File: src/rtl/rbfa_pkg.sv
// shared constants, request codes and item structs of the frame allocator
// no dependencies
`timescale 1ns / 1ps
`default_nettype none
package rbfa_pkg;
  localparam int MAX_FRAMES = 65536;
  localparam int PAGE_SHIFT = 12;
  localparam int WORD_BITS  = 64;
  localparam int COUNT_BITS = 16;
  localparam int ADDR_W     = 40;
  localparam int RES_W      = 28;
  localparam int MAP_WORDS  = MAX_FRAMES / WORD_BITS;
  localparam int FRAME_W    = $clog2(MAX_FRAMES);
  localparam int NUM_W      = FRAME_W + 1;
  localparam int BIT_W      = $clog2(WORD_BITS);

  localparam logic [COUNT_BITS-1:0] PIN_COUNT = '1;

  localparam logic [3:0] ACT_ALLOC_ONE   = 4'd0;
  localparam logic [3:0] ACT_ALLOC_RUN   = 4'd1;
  localparam logic [3:0] ACT_ALLOC_ABOVE = 4'd2;
  localparam logic [3:0] ACT_FREE_ONE    = 4'd3;
  localparam logic [3:0] ACT_FREE_RUN    = 4'd4;
  localparam logic [3:0] ACT_INC_REF     = 4'd5;
  localparam logic [3:0] ACT_QUERY       = 4'd6;
  localparam logic [3:0] ACT_RESERVE     = 4'd7;
  localparam logic [3:0] ACT_SEED_FREE   = 4'd8;

  localparam logic CFG_IDX_TRACKED = 1'b0;
  localparam logic CFG_IDX_ENABLED = 1'b1;

  typedef enum logic [2:0] {
    OP_NOP, OP_ALLOC_ONE, OP_ALLOC_RUN, OP_DROP, OP_INC_REF, OP_QUERY, OP_RESERVE, OP_SEED
  } op_t;

  typedef struct packed {
    logic [3:0]        action;
    logic [ADDR_W-1:0] address;
    logic [NUM_W-1:0]  frame_count;
    logic [ADDR_W-1:0] byte_length;
  } in_item_t;

  typedef struct packed {
    logic [RES_W-1:0]      result_address;
    logic [COUNT_BITS-1:0] ref_value;
    logic [NUM_W-1:0]      used_count;
    logic [NUM_W-1:0]      free_count;
    logic [NUM_W-1:0]      usable_count;
    logic [NUM_W-1:0]      used_usable_count;
  } out_item_t;

  typedef struct packed {
    op_t              op;
    logic [NUM_W-1:0] lo;
    logic [NUM_W-1:0] hi;
    logic [NUM_W-1:0] len;
  } cmd_t;
endpackage
`default_nettype wire

File: src/rtl/rbfa_cmdq.sv
// two-entry command queue between decoder and engine
// depends on rbfa_pkg
`timescale 1ns / 1ps
`default_nettype none
module rbfa_cmdq (
  input  logic           clk,
  input  logic           rst_n,
  input  logic           wr_en,
  input  rbfa_pkg::cmd_t wr_cmd,
  output logic           full,
  output logic           valid,
  input  logic           rd_en,
  output rbfa_pkg::cmd_t rd_cmd
);
  import rbfa_pkg::*;

  cmd_t       ent_r [2];
  logic       wp_r;
  logic       rp_r;
  logic [1:0] cnt_r;

  assign full   = cnt_r == 2'd2;
  assign valid  = cnt_r != 2'd0;
  assign rd_cmd = ent_r[rp_r];

  always_ff @(posedge clk) begin
    if (wr_en) ent_r[wp_r] <= wr_cmd;
  end

  always_ff @(posedge clk) begin
    if (!rst_n) begin
      wp_r  <= 1'b0;
      rp_r  <= 1'b0;
      cnt_r <= 2'd0;
    end else begin
      if (wr_en) wp_r <= ~wp_r;
      if (rd_en) rp_r <= ~rp_r;
      cnt_r <= cnt_r + 2'(wr_en) - 2'(rd_en);
    end
  end
endmodule
`default_nettype wire

File: config.mk
export PLATFORM = sky130hd
export DESIGN_NAME = rbfa_cmdq
export DESIGN_NICKNAME = d
export VERILOG_FILES = /design/src/rtl/rbfa_pkg.sv /design/src/rtl/rbfa_cmdq.sv
export SDC_FILE = /design/constraint.sdc
export NUM_CORES = 1
export LEC_CHECK = 0
export BUFFER_PORTS_ARGS = -buffer_cell sky130_fd_sc_hd__buf_4
export CAP_MARGIN = 40
export CELL_PAD_IN_SITES_DETAIL_PLACEMENT = 0
export CELL_PAD_IN_SITES_GLOBAL_PLACEMENT = 1
export CORE_ASPECT_RATIO = 0.6
export CORE_MARGIN = 5
export CORE_UTILIZATION = 40
export CTS_BUF_LIST = sky130_fd_sc_hd__clkbuf_16
export CTS_CLUSTER_SIZE = 28
export DETAILED_ROUTE_END_ITERATION = 6
export PLACE_DENSITY_LB_ADDON = 0.1
export SLEW_MARGIN = 25
export SYNTH_ARGS = -nofsm -noshare
export SYNTH_HDL_FRONTEND = slang
export SYNTH_SLANG_ARGS = --single-unit
File: constraint.sdc
create_clock -name clk -period 4.05 [get_ports clk]
set_input_delay 0.6075 -clock clk [delete_from_list [all_inputs] [get_ports clk]]
set_output_delay 0.6075 -clock clk [all_outputs]
set_load 0.02 [all_outputs]
Word-level counts from Yosys, hierarchy flattened

Memory sizes are Yosys's and may differ from the RTL's. A register that Yosys moved wholly into a read port is not among the register bits.
Index checks and enable logic that the tools add are counted.
W data, S select, Z words.

Add/sub/neg operators: 2
Equality and inequality tests: 1
Multiplexer cells: 4
Bitwise gates (word level): 2
Reduce and logical (&&, ||, !) cells: 1

Operators with widths:

| operator             | count |
|---|---|
| $mux W1              | 4 |
| $add A2 B1 Y2        | 1 |
| $eq A2 B2 Y1 const B | 1 |
| $not A1 Y1           | 2 |
| $reduce_bool A2 Y1   | 1 |
| $sub A2 B1 Y2        | 1 |

Memory bits (writable): 108
Logic and storage cells: 14
Register bits: 4
Memories kept: 1

Memories:

| name  | words | bits a word | read ports | clocked after memory_dff | write ports | RTL line        | text |
|---|---|---|---|---|---|---|---|
| ent_r | 2     | 54          | 1          | 1                        | 1           | rbfa_cmdq.sv:17 | `cmd_t ent_r [2];` |

Logic depth before layout (Yosys ltp)

Depth after elaboration: 3
Depth in mapped cells: 6
Mapped depth without buffers: 6

Least setup slack after synthesis

Ideal clock, no wire load.

Kind: input to register
Start point: input port wr_en
End point: memory ent_r[0][0] (netlist name) (enable)
Data required time: 3.577 ns
Slack: 0.551 ns
Stages: 1
Data arrival time: 3.026 ns
Path buffers: 0
Cell sequence: nor2b_1

Cells in the longest elaborated chain, start to end: 2

RTL lines:

| element                       | RTL line        | text |
|---|---|---|
| start: declaration            | rbfa_cmdq.sv:8  | `input logic wr_en,` |
| $mux W1                       | rbfa_cmdq.sv:27 | `if (wr_en) ent_r[wp_r] <= wr_cmd;` |
| $mux W1 (implied by the code) | rbfa_cmdq.sv:27 |  |
| end: declaration              | rbfa_cmdq.sv:17 |  |

Every way passes these cells.

==> results.md <==
* Final TNS setup at 0 ps
* Register area share after synthesis at 0.764
* WHS at 397 ps
* Post-synthesis xor/xnor area fraction at 0.00714
* Critical Path Sink Type: output port
* Fmax at 468 MHz
* Peak VDD IR at 0.366 mV
* Vias in the first global route at 2284
* Routability cong. at 0.683
* Leak at 2.41 nW
* Worst-path cell chain: buf_12 -> mux2_2 -> buf_4
* Slew headroom at 0.655
* Top Ports at 114
* CTS sink cnt at 113
* CTS tree: done
* Worst-path clk slew at 50 ps
* Post_cts resized at 0
* Synthesis Warnings at 0
* Largest family of logic cells by synthesized area: multiplexers
* CP Class: reg -> out
* Worst reg2reg path depth at 2
* Slew of the pin with the lowest slew margin at 517 ps
* Die area at 13200 µm²
* Starting Density at 0.412
* Max Root-Sink Buffers at 2
* Hold Buf Count CTS at 0
* Layout fillers at 840
* Worst path required time at 3440 ps
* Detailed placement HPWL at 5400 µm
* Outcome: finished clean
* R2R Path End: ent_r[1][48]
* Critical path depth in cells at 3
* Buf+Inv Stages, Crit Path at 2
* CP Capture Point: rd_cmd[1]
* Root buffer cell: clkbuf_16
* Non-Filler Instances at 472
* ANT nets after route at 0
* Largest net degree at the start of global routing at 37
* Total GRT Usage at 0.123
* Post-layout util at 0.566
* Share of cells above drive strength 1 at 0.610
* Final slew viol count at 0
* Reg2reg start: wp_r
* Max incr delay on CP at 370 ps
* Unrepaired setup endpoints after global routing: false
* Synthesized area per cell at 23.2 µm²
* Syn_nets at 249
* Post-synthesis simple-gate area fraction at 0.0129
* Drt pass-1 iters at 4
* FF+latch area at 3350 µm²
* DRT iter0 DRCs at 78
* DR vias/cell at 4.48
* WP data arrival at 1530 ps
* Worst Skew at 5.97 ps
* Worst Setup Slack, final at 1910 ps
* CP Max Fanout at 27
* Hold crit path type: in -> reg
* # port buffers at 113
* DR DRC count at 0
* Critical path's top delay family: buffers and inverters
* FP Rows at 29
* Seq cells post-synth at 113
* Complex-gate fraction of the synthesized area at 0.00171
* Inst Count DP at 440
* Grt ovf at 0
* Area taken by multi-input logic gates at 925 µm²
* P per Cell Area at 555 nW/µm²
* Layout area overhead at 37.4%
* Setup Fix Bufs, Post-CTS at 0
* MaxCap Viol Count at 0
* R2R Setup Slk at 2240 ps
* Finished Cell Area at 6010 µm²
* Startpoint Class: register
* Yosys cell types at 14
* Mapped cell area at 4380 µm²
* Initial antenna violation count at 0
* Die Ht at 91.0 µm
* Mux share of post-synthesis cell area at 0.182
* Inserted Clock Buffers at 17
* Via Count at 2114
* Core Footprint at 10600 µm²
* Pre-CTS setup slack at 1910 ps
* Placed cell areas at 5390 µm²
* Final nets at 380
* Routed Wire Length at 7930 µm
* Endpoints failing hold at 0
* Clock Latency Late Sink at 390 ps
* Crit share post-route at 0.528
* WL/cell at 16.8 µm
* Adder-cell area share of the yosys netlist at 0.00572
* # H-tree levels at 4
* Final setup viols at 0
* Die width at 145 µm
* Worst-path cell with the longest stage delay: dfxtp_4
* First-pass GRT wire length at 12200 µm
* Power Total at 3.34 mW
* Mapped Cells at 189
* Min cycle time layout at 2140 ps
* Antenna diodes at 0
==> synthesized netlist by cell type <==
cell type | count | share of area
edfxtp_1 | 108 | 0.74
mux2_4 | 50 | 0.17
buf_12 | 5 | 0.023
dfxtp_1 | 5 | 0.023
and2_1 | 4 | 0.0057
mux2_2 | 4 | 0.010
nor2b_1 | 4 | 0.0057
ha_1 | 2 | 0.0057
inv_1 | 2 | 0.0017
buf_6 | 1 | 0.0026
o21a_1 | 1 | 0.0017
or2_2 | 1 | 0.0014
xnor3_1 | 1 | 0.0051
xor2_1 | 1 | 0.0020
==> cell type report <==
type | count | share of cell area
flip-flops and latches | 113 | 0.557
repair buffers | 118 | 0.156
multi-input cells | 68 | 0.154
clock buffers | 17 | 0.0707
clock inverters | 15 | 0.0331
well taps | 139 | 0.0289
inverters | 2 | 0.00125
==> worst min path at each step <==
stage / from / endpoint / depth (start not counted)
5_1_grt: wr_cmd[9] / ent_r[1][9] / 1
4_1_cts: wr_cmd[42] / ent_r[1][42] / 1
2_1_floorplan: rp_r / register / 2
6_report: wr_cmd[34] / ent_r[1][34] / 1
3_3_place_gp: rp_r / register / 2
3_5_place_dp: rp_r / register / 2
==> per-layer routing <==
metal / wire length (µm) / track usage / vias to the layer above
met2: 3450 / 0.171 / 68
met3: 612 / 0.0657 / 7
met4: 57 / 0.0512 / 0
li1: - / - / 1009
met1: 3810 / 0.161 / 1030
met5: 0 / 0 / -
==> flip-flops by register name (all words and copies together), names as in the netlist, named ones only <==
| register | flops |
|---|---|
| cnt_r | 2 |
| ent_r | 108 |
| rp_r | 1 |
| wp_r | 1 |
==> kinds of logic after synthesis <==
kind of cell	count (synthesis)
mux	54
simple gates	9
compound gates	1
buf+inv	8
flops	113
fa+ha+maj	2
xor+xnor	2
==> power by group <==
part	internal, mW	total [mW]	switching, mW
Combinational	0.226	0.429	0.203
Sequential	1.35	1.37	0.0178
Clock	1.07	1.54	0.465
Total	2.65	3.34	0.686
==> cell usage in the layout, fill, tap and decap left out <==
cell type   instances
buf_4             114
edfxtp_1          108
mux2_4             50
clkbuf_16          17
bufinv_16           5
inv_1               4
mux2_2              4
dfxtp_1             4
buf_12              4
and2_1              3
nor2b_1             3
clkinv_1            3
clkinv_2            3
ha_1                2
clkinvlp_4          2
and2_2              1
or2_2               1
xor2_1              1
nor2b_4             1
o21a_1              1
xnor3_1             1
dfxtp_4             1
No activity file was read; power rests on OpenSTA's default activity.
