$ cat src/rtl/rbfa_pkg.sv
// shared constants, request codes and item structs of the frame allocator
// no dependencies
`timescale 1ns / 1ps
`default_nettype none
package rbfa_pkg;
  localparam int MAX_FRAMES = 65536;
  localparam int PAGE_SHIFT = 12;
  localparam int WORD_BITS  = 64;
  localparam int COUNT_BITS = 16;
  localparam int ADDR_W     = 40;
  localparam int RES_W      = 28;
  localparam int MAP_WORDS  = MAX_FRAMES / WORD_BITS;
  localparam int FRAME_W    = $clog2(MAX_FRAMES);
  localparam int NUM_W      = FRAME_W + 1;
  localparam int BIT_W      = $clog2(WORD_BITS);

  localparam logic [COUNT_BITS-1:0] PIN_COUNT = '1;

  localparam logic [3:0] ACT_ALLOC_ONE   = 4'd0;
  localparam logic [3:0] ACT_ALLOC_RUN   = 4'd1;
  localparam logic [3:0] ACT_ALLOC_ABOVE = 4'd2;
  localparam logic [3:0] ACT_FREE_ONE    = 4'd3;
  localparam logic [3:0] ACT_FREE_RUN    = 4'd4;
  localparam logic [3:0] ACT_INC_REF     = 4'd5;
  localparam logic [3:0] ACT_QUERY       = 4'd6;
  localparam logic [3:0] ACT_RESERVE     = 4'd7;
  localparam logic [3:0] ACT_SEED_FREE   = 4'd8;

  localparam logic CFG_IDX_TRACKED = 1'b0;
  localparam logic CFG_IDX_ENABLED = 1'b1;

  typedef enum logic [2:0] {
    OP_NOP, OP_ALLOC_ONE, OP_ALLOC_RUN, OP_DROP, OP_INC_REF, OP_QUERY, OP_RESERVE, OP_SEED
  } op_t;

  typedef struct packed {
    logic [3:0]        action;
    logic [ADDR_W-1:0] address;
    logic [NUM_W-1:0]  frame_count;
    logic [ADDR_W-1:0] byte_length;
  } in_item_t;

  typedef struct packed {
    logic [RES_W-1:0]      result_address;
    logic [COUNT_BITS-1:0] ref_value;
    logic [NUM_W-1:0]      used_count;
    logic [NUM_W-1:0]      free_count;
    logic [NUM_W-1:0]      usable_count;
    logic [NUM_W-1:0]      used_usable_count;
  } out_item_t;

  typedef struct packed {
    op_t              op;
    logic [NUM_W-1:0] lo;
    logic [NUM_W-1:0] hi;
    logic [NUM_W-1:0] len;
  } cmd_t;
endpackage
`default_nettype wire

$ cat src/rtl/rbfa_front.sv
// request decoder: turns an accepted request into a frame range command
// depends on rbfa_pkg
`timescale 1ns / 1ps
`default_nettype none
module rbfa_front (
  input  rbfa_pkg::in_item_t        item,
  input  logic [rbfa_pkg::NUM_W-1:0] live_n,
  input  logic                      enabled,
  output rbfa_pkg::cmd_t            cmd
);
  import rbfa_pkg::*;

  localparam int FRM_W = ADDR_W - PAGE_SHIFT;
  localparam int SUM_W = ADDR_W + 2;
  localparam int END_W = SUM_W - PAGE_SHIFT;

  logic [FRM_W-1:0] frame;
  logic             in_rng;
  logic             nonzero;
  logic             cnt_nz;
  logic [NUM_W-1:0] lo;
  logic [NUM_W-1:0] lo_p1;
  logic [FRM_W:0]   run_sum;
  logic [NUM_W-1:0] run_hi;
  logic [SUM_W-1:0] res_sum;
  logic [END_W-1:0] res_end;
  logic [NUM_W-1:0] res_hi;

  assign frame   = item.address[ADDR_W-1:PAGE_SHIFT];
  assign in_rng  = frame < FRM_W'(live_n);
  assign nonzero = frame != '0;
  assign cnt_nz  = item.frame_count != '0;
  assign lo      = frame[NUM_W-1:0];
  assign lo_p1   = lo + NUM_W'(1);
  assign run_sum = (FRM_W+1)'(frame) + (FRM_W+1)'(item.frame_count);
  assign run_hi  = (run_sum > (FRM_W+1)'(live_n)) ? live_n : run_sum[NUM_W-1:0];
  assign res_sum = SUM_W'(item.address) + SUM_W'(item.byte_length)
                 + SUM_W'((1 << PAGE_SHIFT) - 1);
  assign res_end = res_sum[SUM_W-1:PAGE_SHIFT];
  assign res_hi  = (res_end > END_W'(live_n)) ? live_n : res_end[NUM_W-1:0];

  always_comb begin
    cmd.op  = OP_NOP;
    cmd.lo  = '0;
    cmd.hi  = '0;
    cmd.len = item.frame_count;
    unique case (item.action)
      ACT_ALLOC_ONE: begin
        if (enabled) cmd.op = OP_ALLOC_ONE;
      end
      ACT_ALLOC_RUN: begin
        if (enabled && cnt_nz) begin
          cmd.op = OP_ALLOC_RUN;
          cmd.lo = NUM_W'(1);
        end
      end
      ACT_ALLOC_ABOVE: begin
        if (enabled && cnt_nz && in_rng) begin
          cmd.op = OP_ALLOC_RUN;
          cmd.lo = nonzero ? lo : NUM_W'(1);
        end
      end
      ACT_FREE_ONE: begin
        if (enabled && nonzero && in_rng) begin
          cmd.op = OP_DROP;
          cmd.lo = lo;
          cmd.hi = lo_p1;
        end
      end
      ACT_FREE_RUN: begin
        if (enabled && cnt_nz && in_rng) begin
          cmd.op = OP_DROP;
          cmd.lo = lo;
          cmd.hi = run_hi;
        end
      end
      ACT_INC_REF: begin
        if (enabled && nonzero && in_rng) begin
          cmd.op = OP_INC_REF;
          cmd.lo = lo;
          cmd.hi = lo_p1;
        end
      end
      ACT_QUERY: begin
        if (enabled && in_rng) begin
          cmd.op = OP_QUERY;
          cmd.lo = lo;
          cmd.hi = lo_p1;
        end
      end
      ACT_RESERVE: begin
        if (enabled && item.byte_length != '0 && in_rng) begin
          cmd.op = OP_RESERVE;
          cmd.lo = lo;
          cmd.hi = res_hi;
        end
      end
      ACT_SEED_FREE: begin
        if (in_rng) begin
          cmd.op = OP_SEED;
          cmd.lo = lo;
          cmd.hi = run_hi;
        end
      end
      default: cmd.op = OP_NOP;
    endcase
  end
endmodule
`default_nettype wire

$ cat config.mk
export PLATFORM = sky130hd
export DESIGN_NAME = rbfa_front
export DESIGN_NICKNAME = d
export VERILOG_FILES = /design/src/rtl/rbfa_pkg.sv /design/src/rtl/rbfa_front.sv
export SDC_FILE = /design/constraint.sdc
export NUM_CORES = 1
export LEC_CHECK = 0
export ABC_AREA = 1
export BUFFER_PORTS_ARGS = -buffer_cell sky130_fd_sc_hd__buf_2
export CORE_MARGIN = 4
export CORE_UTILIZATION = 45
export DETAILED_ROUTE_END_ITERATION = 12
export PLACE_DENSITY_LB_ADDON = 0.08
export SYNTH_ARGS = -nofsm -noshare
export SYNTH_HDL_FRONTEND = slang
export SYNTH_SLANG_ARGS = --single-unit
$ cat constraint.sdc
create_clock -name vclk -period 6.4
set_input_delay 1.28 -clock vclk [all_inputs]
set_output_delay 1.28 -clock vclk [all_outputs]
set_load 0.01 [all_outputs]
# == Word level (Yosys, flattened, before mapping) ==
# Index checks and enable logic that the tools add are counted.
# op_classes
order_cmp,3
n_reduce_logical,11
muxes,15
eq_ne,8
n_addsub,4
# op_table
operator,count
$mux 37,4
$pmux 17 s8,1
$pmux 17 s6,1
$mux 36,2
$mux 17,3
$add 41x12->42 const B,1
$add 40x40->41,1
$reduce_bool 40->1,1
$mux 19,2
$gt 30x17->1,1
$add 28x17->29,1
$gt 29x17->1,1
$lt 28x17->1,1
$reduce_bool 28->1,1
$pmux 3 s9,1
$add 17x1->17 const B,1
$reduce_bool 17->1,1
$eq 4x3->1 const B,4
$eq 4x2->1 const B,2
$logic_and 1x1->1,7
$eq 4x1->1 const B,1
$eq 4x4->1 const B,1
$logic_not 4->1,1
$mux 1,1
# word_totals
out_inout_bits,54
elab_cells,41
in_bits,119
ff_bits,0

# == Logic depth before layout (Yosys ltp) ==
# Gate-level depths: netlist of the first run.
# logic_depth
ltp_word,6
ltp_mapped,34
mapped_depth_nobuf,33

# == Least setup slack after synthesis of the first run ==
# Ideal clock, no wire load.
# synth_timing
path_kind,input to output
start,in item[2] (netlist name)
end,out cmd[23] (netlist name)
arrival_time_ns,4.340
cell_stages,34
setup_slack_ns,0.780
n_path_buf,1
t_required_ns,5.120
path_cell_list,inv_1 > ha_1 > inv_1 > ha_1 > inv_1 > nor2_1 > nand2_1 > nand2_1 > nand2_1 > nand2_1 > nand2_1 > nand3_1 > a31oi_1 > xor2_1 > inv_1 > ha_1 > nand2_1 > nor2_1 > o21ai_0 > o211ai_1 > nand2_1 > nand2_1 > nand2_1 > nand2_1 > nand2_1 > nand3_1 > nand2_1 > inv_1 > nor2_4 > nand2_4 > buf_6 > nand2_1 > nand3_1 > nand2_1
# synth_rtl
element,line_no,text
start: declaration,rbfa_front.sv:6,"input rbfa_pkg::in_item_t item,"
end: declaration,rbfa_front.sv:9,output rbfa_pkg::cmd_t cmd

==> results_dict.tcl, run 1 <==
set metrics [dict create \
    post_drt_via_cell_ratio 5.22 \
    period_needed_ns 6.26 \
    setup_viol 0 \
    required_ns 5.12 \
    grt_max_degree 21 \
    grt_pass1_vias 9882 \
    start_util_pct 45.6 \
    nFillCells 1959 \
    grt_overflow 0 \
    ys_top_cells_by_area "nand2_1 (24%), ha_1 (21%), inv_1 (14%), nand3_1 (8.1%), nor2_1 (6.6%)" \
    start_kind "primary input" \
    die_area_sq_um 21200 \
    status "finished, final reports clean" \
    dpl_cell_area_sq_um 9790 \
    wire_per_inst_microns 16.3 \
    yosys_warnings 0 \
    port_buffers 173 \
    yosysSeqAreaShare_pct 0 \
    fin_cells 2069 \
    synth.net_count 1892 \
    antenna_found_initial 0 \
    syn_area_per_cell_sq_um 5.23 \
    yosys.area.top_type_share_pct 24.4 \
    relSlewSlack_pct 42.0 \
    drtIter0Drc 692 \
    worst_slew_pin_slew_ns 0.862 \
    hold_end "cmd[11]" \
    end_kind "output port" \
    maxCapViolations 0 \
    synth_top_area_cell "nand2_1" \
    fin_nets 2103 \
    worstPathMaxFanout 6 \
    seqCellArea_sq_um 0 \
    final_area_sq_um 11000 \
    die_y_microns 146 \
    drive_above_1_share_pct 23.7 \
    fmax_mhz 160 \
    ys_types 46 \
    hold_ws_ns 2.79 \
    peakVddDrop_v 0.0000551 \
    drt_pass1_iterations 7 \
    dp.cells 2047 \
    track_usage_pct 29.0 \
    hold_viol_final 0 \
    powerDensity_nw_per_um2 103 \
    num_io_pins 173 \
    dp_hpwl_microns 29000 \
    fin_crit_sh_pct 97.9 \
    std_cell_rows 50 \
    power_mw 1.13 \
    coreArea_sq_um 18600 \
    wl_microns 33800 \
    yosysMostFrequentCell "nand2_1" \
    die_w_microns 146 \
    criticalPathCategory "in -> out" \
    drc 0 \
    num_vias 10800 \
    ys_top_cells_by_count "nand2_1 (554), inv_1 (321), nor2_1 (150)" \
    arrival_ns 4.98 \
    rsz0062_at_grt "yes" \
    syn_inst 1626 \
    grt_pass1_wl_microns 50500 \
    hp-start "item[51]" \
    hp-class "in -> out" \
    seq_cells 0 \
    slew_viol_final 0 \
    ant_nets 0 \
    syn_area_sq_um 8510 \
    diodes 0 \
    min_path_cells 2 \
    gp_congestion 1.01 \
    nClkBuffers 0 \
    area_growth_pct 28.8 \
    p_leak_nw 6.53 \
]
per-layer routing:
layer	vias to the layer above	share of wire [%]	wire, microns	GRT usage (%)
met1	4895	42	14300	37.3
met2	330	49	16500	53.2
li1	5515	-	-	-
met3	66	5.8	1960	1.59
met5	-	0	0	0
met4	0	3.1	1050	6.60
placed cells by master, fill, tap and decap left out, types with 5 or more instances in the layout:
cell type and instances:
buf_6 9, nor2_1 137, ha_1 111, nand3_1 122, xor2_1 29, a21oi_1 58, buf_4 53, buf_2 167
nand3_2 19, nor2_4 7, inv_2 16, xnor2_2 6, ha_4 31, a21oi_2 12, o21bai_1 10, nand2_2 46
nand2_1 518, nand4_1 31, nor4_1 15, nor3_1 11, and3_1 5, xor2_2 8, nor2_2 25, inv_1 309
o21ai_0 18
final cells by class:
cell class / count / area (sq um) / share of cell area (%)
Multi-Input combinational cell: 1273 / 7970 / 72.7
Timing Repair Buffer: 235 / 1470 / 13.4
Inverter: 327 / 1230 / 11.2
Tap cell: 234 / 293 / 2.67
critical path, cell delays in order:
cell,delay [ns]
buf_4,0.14
ha_4,0.17
fa_2,0.41
nand2_2,0.08
nand3_2,0.07
nand3_2,0.11
nand3_4,0.09
buf_6,0.14
a31o_4,0.24
xor2_2,0.19
inv_2,0.07
ha_4,0.28
nand2_4,0.05
inv_4,0.05
nand3_4,0.07
nand3b_1,0.18
nor3_2,0.21
nand3_1,0.11
nor2_1,0.11
nand2_1,0.09
nand2_4,0.18
clkbuf_16,0.19
nand3_2,0.06
nand3_1,0.09
nand2_1,0.07
inv_1,0.05
nand2_1,0.06
buf_2,0.14
metrics by stage:
| step | utilization (%) | setup TNS, ns | setup WS (ns) |
|---|---|---|---|
| after floorplan | - | 0 | 0.780 |
| after global placement | 52.5 | -3.77 | -0.268 |
| after detailed placement | 52.5 | -4.17 | -0.286 |
| after CTS | 52.9 | 0 | 0.00285 |
| after global routing | 58.8 | -0.626 | -0.0534 |
| final | 58.8 | 0 | 0.138 |
cell families (layout without fill, tap and decap cells):
| logic type | Yosys count | count (layout) | synth area share, % |
|---|---|---|---|
| AND/OR/NAND/NOR | 960 | 963 | 48.9 |
| buffers and inverters | 356 | 562 | 16.9 |
| adder cells (fa/ha/maj) | 147 | 147 | 21.7 |
| AO/OA/AOI/OAI | 116 | 116 | 7.65 |
| XOR/XNOR | 47 | 47 | 4.84 |
power by group:
part / internal, mW / leakage (nW) / switching (mW)
logic: 0.453 / 6.53 / 0.680
registers: 0 / 0 / 0
clock network: 0 / 0 / 0
total: 0.453 / 6.53 / 0.680
worst max-delay path by stage:
| stage | start | end | slack, ns | cells after the start |
|---|---|---|---|---|
| finish | item[40] | cmd[17] | 0.14 | 28 |
| global route | item[40] | cmd[24] | -0.05 | 28 |
| CTS | item[69] | cmd[25] | 0.003 | 28 |
| detailed placement | item[69] | cmd[25] | -0.29 | 28 |
| global placement | item[69] | cmd[25] | -0.27 | 28 |
| floorplan | item[2] | cmd[23] | 0.78 | 34 |
repair_timing:
item | CTS | global route
pin swaps | 4 | 56
hold buffers | 0 | 0
hold endpoints to repair | 0 | 0
endpoints found under the setup margin | 17 | 17
resized for setup | 13 | 172
cloned | 0 | 6
setup buffers | 1 | 15
(Power assumes the default switching activity.)
==> run 2: changes to the inputs <==
- GPL_TIMING_DRIVEN: unset -> 0
==> results_dict.tcl, run 2 (synthesis gave the netlist of run 1 again) <==
set metrics [dict create \
    nFillCells 1932 \
    rsz0062_at_grt "yes" \
    dpl_cell_area_sq_um 9670 \
    multiInputGateArea_sq_um 8250 \
    antenna_found_initial 0 \
    gp_congestion 0.965 \
    nClkBuffers 0 \
    criticalPathCategory "in -> out" \
    mostFrequentLayoutCells "nand2_1 (502), inv_1 (311), buf_2 (160)" \
    die_area_sq_um 21200 \
    grt.busiest_layer "met2" \
    powerDensity_nw_per_um2 102 \
    relSlewSlack_pct 49.9 \
    setup_viol 0 \
    dp.cells 2033 \
    period_needed_ns 6.24 \
    grt_overflow 0 \
    num_vias 10600 \
    grt_pass1_wl_microns 48500 \
    wire_per_inst_microns 15.6 \
    post_drt_via_cell_ratio 5.13 \
    die_w_microns 146 \
    seq_cells 0 \
    wl_microns 32300 \
    critPathMostFrequentCell "nand2_1" \
    ant_nets 0 \
    arrival_ns 4.96 \
    start_kind "primary input" \
    power_mw 1.14 \
    critical-path-max-stage-delay_ns 0.36 \
    grt_max_degree 11 \
    status "finished, final reports clean" \
    area_growth_pct 31.2 \
    grtUsageMet1_pct 35.1 \
    hold_end "cmd[3]" \
    start_util_pct 45.6 \
    fmax_mhz 160 \
    fin_nets 2099 \
    port_buffers 173 \
    p_leak_nw 6.54 \
    final_area_sq_um 11200 \
    required_ns 5.12 \
    seqCellArea_sq_um 0 \
    grt_util_met2_pct 50.0 \
    met3_usage_pct 1.46 \
    startpoint "item[69]" \
    std_cell_rows 50 \
    slowest_stage "fa_2" \
    fin_cells 2065 \
    hold_viol_final 0 \
    min_path_cells 3 \
    mostFrequentLayoutCell "nand2_1" \
    peakVddDrop_v 0.0000560 \
    hp-start "item[43]" \
    worstPathMaxFanout 10 \
    maxCapViolations 0 \
    end_kind "output port" \
    postCtsHoldBufs 0 \
    cp_num_buf_inv 5 \
    fin_crit_sh_pct 97.5 \
    worst_slew_pin_slew_ns 0.745 \
    hp-class "in -> out" \
    dp_hpwl_microns 27600 \
    drc 0 \
    drtIter0Drc 686 \
    die_y_microns 146 \
    grt_pass1_vias 9763 \
    num_io_pins 173 \
    track_usage_pct 27.6 \
    drt_pass1_iterations 7 \
    postLayoutCoreUtil_pct 59.9 \
    slew_viol_final 0 \
    diodes 0 \
    cp_top_family "simple AND/OR/NAND/NOR gates" \
    drive_above_1_share_pct 25.3 \
    coreArea_sq_um 18600 \
]
==> run 2: report_power, final <==
part / switching [mW] / internal [mW] / total [mW]
clock: 0 / 0 / 0
sequential: 0 / 0 / 0
combinational: 0.684 / 0.456 / 1.14
==> run 2: metal layers <==
layer / vias to the layer above / share of wire, %
li1: 5498 / -
met1: 4690 / 42
met2: 315 / 48
met3: 81 / 5.1
met4: 0 / 4.2
met5: - / 0
==> run 2: worst max path at each step <==
stage / depth (start not counted) / to / slack [ns]
after floorplan: 34 / cmd[23] / 0.78
after global placement: 27 / cmd[32] / -0.61
after detailed placement: 27 / cmd[32] / -0.71
after CTS: 30 / cmd[28] / 0.004
after global routing: 28 / cmd[23] / -0.04
final: 27 / cmd[32] / 0.16
==> run 2: stage by stage <==
| step | setup slack [ns] | hold WS, ns | setup TNS (ns) |
|---|---|---|---|
| 6_report | 0.160 | 2.87 | 0 |
| 4_1_cts | 0.00401 | 2.87 | 0 |
| 2_1_floorplan | 0.780 | 2.65 | 0 |
| 3_3_place_gp | -0.615 | 2.86 | -8.96 |
| 5_1_grt | -0.0428 | 2.88 | -0.352 |
| 3_5_place_dp | -0.707 | 2.87 | -10.27 |
==> run 2: timing repair <==
item	in CTS	in global routing
resized for setup	31	211
pin swaps	5	57
setup endpoints to repair	17	17
buffers inserted	5	25
gates cloned	0	2
==> run 2: layout make-up <==
cell class | instances | area share (%)
repair buffers | 205 | 10.6
well taps | 234 | 2.62
multi-input cells | 1270 | 73.9
plain buffers | 29 | 1.96
inverters | 327 | 11.0
==> run 3: changes to the inputs <==
- ABC_AREA: 1 -> 0
==> results_dict.tcl, run 3 <==
set metrics [dict create \
    ys_top_cells_by_area "ha_1 (27%), a21oi_1 (7.7%), nor2_1 (4.8%), xnor2_1 (4.7%), nand2_1 (4.4%)" \
    die_area_sq_um 16800 \
    die_y_microns 130 \
    hold_end "cmd[11]" \
    num_io_pins 173 \
    period_needed_ns 7.56 \
    slowest_stage "o41ai_2" \
    min_path_cells 3 \
    post_drt_via_cell_ratio 5.95 \
    seq_cells 0 \
    ys_types 69 \
    drc 0 \
    final_area_sq_um 8720 \
    drt_pass1_iterations 5 \
    p_int_mw 0.391 \
    routed-wl-met2_microns 11900 \
    yosysSeqAreaShare_pct 0 \
    powerDensity_nw_per_um2 105 \
    syn_area_per_cell_sq_um 6.78 \
    wl_microns 24300 \
    nClkBuffers 0 \
    critical-path-max-stage-delay_ns 0.52 \
    grt_overflow 0 \
    synth_top_area_cell "ha_1" \
    track_usage_pct 26.9 \
    critPathMostFrequentCell "ha_1" \
    coreArea_sq_um 14500 \
    arrival_ns 6.28 \
    p_clk_share_pct 0 \
    syn_area_sq_um 6670 \
    grt_pass1_vias 7354 \
    drtIter0Drc 412 \
    start_util_pct 45.9 \
    p_seq_share_pct 0 \
    hp-class "in -> out" \
    ant_nets 0 \
    dpl_cell_area_sq_um 8160 \
    criticalPathCategory "in -> out" \
    synth.net_count 1249 \
    gp_congestion 0.966 \
    met1_length_microns 10500 \
    rsz0062_at_grt "yes" \
    yosysMostFrequentCell "ha_1" \
    diodes 0 \
    required_ns 5.12 \
    yosys.area.top_type_share_pct 27.4 \
    comb_power_share_pct 100.0 \
    hp-start "item[51]" \
    nFillCells 1437 \
    wire_per_inst_microns 17.9 \
    syn_inst 983 \
    violations "setup timing" \
    slew_viol_final 0 \
    status "finished, violations left" \
    drive_above_1_share_pct 28.7 \
    setup_ws_ns -1.16 \
    die_w_microns 130 \
    start_kind "primary input" \
    fin_crit_sh_pct 118 \
    yosys_warnings 0 \
    num_vias 8068 \
    maxCapViolations 0 \
    antenna_found_initial 1 \
    std_cell_rows 44 \
    power.switching_mw 0.524 \
    worst_slew_pin_slew_ns 0.720 \
    p_sw_share_pct 57.3 \
    routed.top_layer "met5" \
    ys_top_cells_by_count "ha_1 (146), a21oi_1 (103), nor2_1 (86)" \
    seqCellArea_sq_um 0 \
    p_leak_nw 4.03 \
    area_growth_pct 30.8 \
    fmax_mhz 132 \
    port_buffers 171 \
    met3_wirelength_microns 1340 \
    grt_max_degree 11 \
    postLayoutCoreUtil_pct 60.0 \
    dp_hpwl_microns 20500 \
    peakVddDrop_v 0.0000509 \
    path_cells "buf_2, ha_1, ha_1, clkbuf_1, nand4_1, o41ai_2, xor2_1, ha_1, and4_4, nand2_4, o32ai_4, a21oi_4, a2111oi_4, o221ai_2, a2111oi_2, nand4_1, nor4_4, buf_6, o22a_4, buf_12, buf_12, o211ai_4, buf_2" \
    worstPathMaxFanout 8 \
    mostFrequentLayoutCells "buf_2 (158), ha_1 (125), a21oi_1 (90)" \
    grt_pass1_wl_microns 36800 \
    end_kind "output port" \
    hold_viol_final 0 \
    relSlewSlack_pct 51.8 \
    fin_nets 1441 \
    mostFrequentLayoutCell "buf_2" \
    setup_viol 17 \
    pre_cts_ws_ns -1.67 \
]
[run 3: cell types whose count changed in the layout (fill, tap and decap cells not counted), sizes merged, moves of 31 or more]
| cell | change |
|---|---|
| o21ai | +31 |
| nor2 | -85 |
| a21oi | +32 |
| nand2 | -487 |
| nand3 | -95 |
| inv | -249 |
[run 3: worst max-delay path by stage]
| stage | start | to | cells past startpoint |
|---|---|---|---|
| floorplan | item[3] | cmd[20] | 26 |
| global placement | item[76] | cmd[25] | 23 |
| detailed placement | item[76] | cmd[25] | 24 |
| CTS | item[3] | cmd[22] | 28 |
| global route | item[3] | cmd[22] | 28 |
| finish | item[80] | cmd[22] | 23 |
[run 3: layout make-up]
type / count / area (sq um) / area share (%)
inverter: 77 / 312 / 3.57
buffer: 43 / 259 / 2.97
timing repair buffer: 196 / 1150 / 13.2
multi-input combinational: 857 / 6770 / 77.6
tap: 184 / 230 / 2.64
[run 3: worst max-delay path: cells and delay by family]
kind,cells,cell delay (ns)
AOI/OAI and AO/OA,8,1.85
xor gates and xnor gates,1,0.16
adders and majority gates,3,0.90
buffers and inverters,6,1.11
and+or+nand+nor,5,0.96
[run 3: kinds of logic after synthesis]
kind of cell | after synthesis | synth area share [%]
buffers and inverters | 126 | 8.33
AO/OA/AOI/OAI | 290 | 28.8
AND/OR/NAND/NOR | 360 | 27.1
XOR/XNOR | 55 | 7.23
multiplexers | 5 | 0.788
adder cells (fa/ha/maj) | 147 | 27.7
[run 3: power by group through the flow]
stage	registers (mW)	clock network [mW]	logic (mW)
after detailed placement	0	0	0.800
final	0	0	0.915
after global placement	0	0	0.791
after CTS	0	0	0.843
after global routing	0	0	1.01
after floorplan	0	0	0.577
[run 3: what timing repair did]
action | CTS | global route
pin swaps | 15 | 36
cloned | 1 | 0
resized for setup | 29 | 58
setup buffers | 16 | 10
hold buffers | 0 | 0
endpoints found under the setup margin | 27 | 27
[run 3: stage by stage]
| stage | std cells | hold WS (ns) | setup TNS (ns) | power, mW |
|---|---|---|---|---|
| finish | 1357 | 2.87 | -18.57 | 0.915 |
| global route | 1357 | 2.89 | -22.57 | 1.01 |
| CTS | 1351 | 2.87 | -19.84 | 0.843 |
| detailed placement | 1338 | 2.87 | -28.76 | 0.800 |
| global placement | 1338 | 2.87 | -29.30 | 0.791 |
| floorplan | 983 | 2.65 | -6.56 | 0.577 |
[run 3: layer usage]
layer	vias up	global-route usage, %
li1	4018	-
met1	3741	35.2
met2	278	49.6
met3	29	0.819
met4	2	5.13
met5	-	0
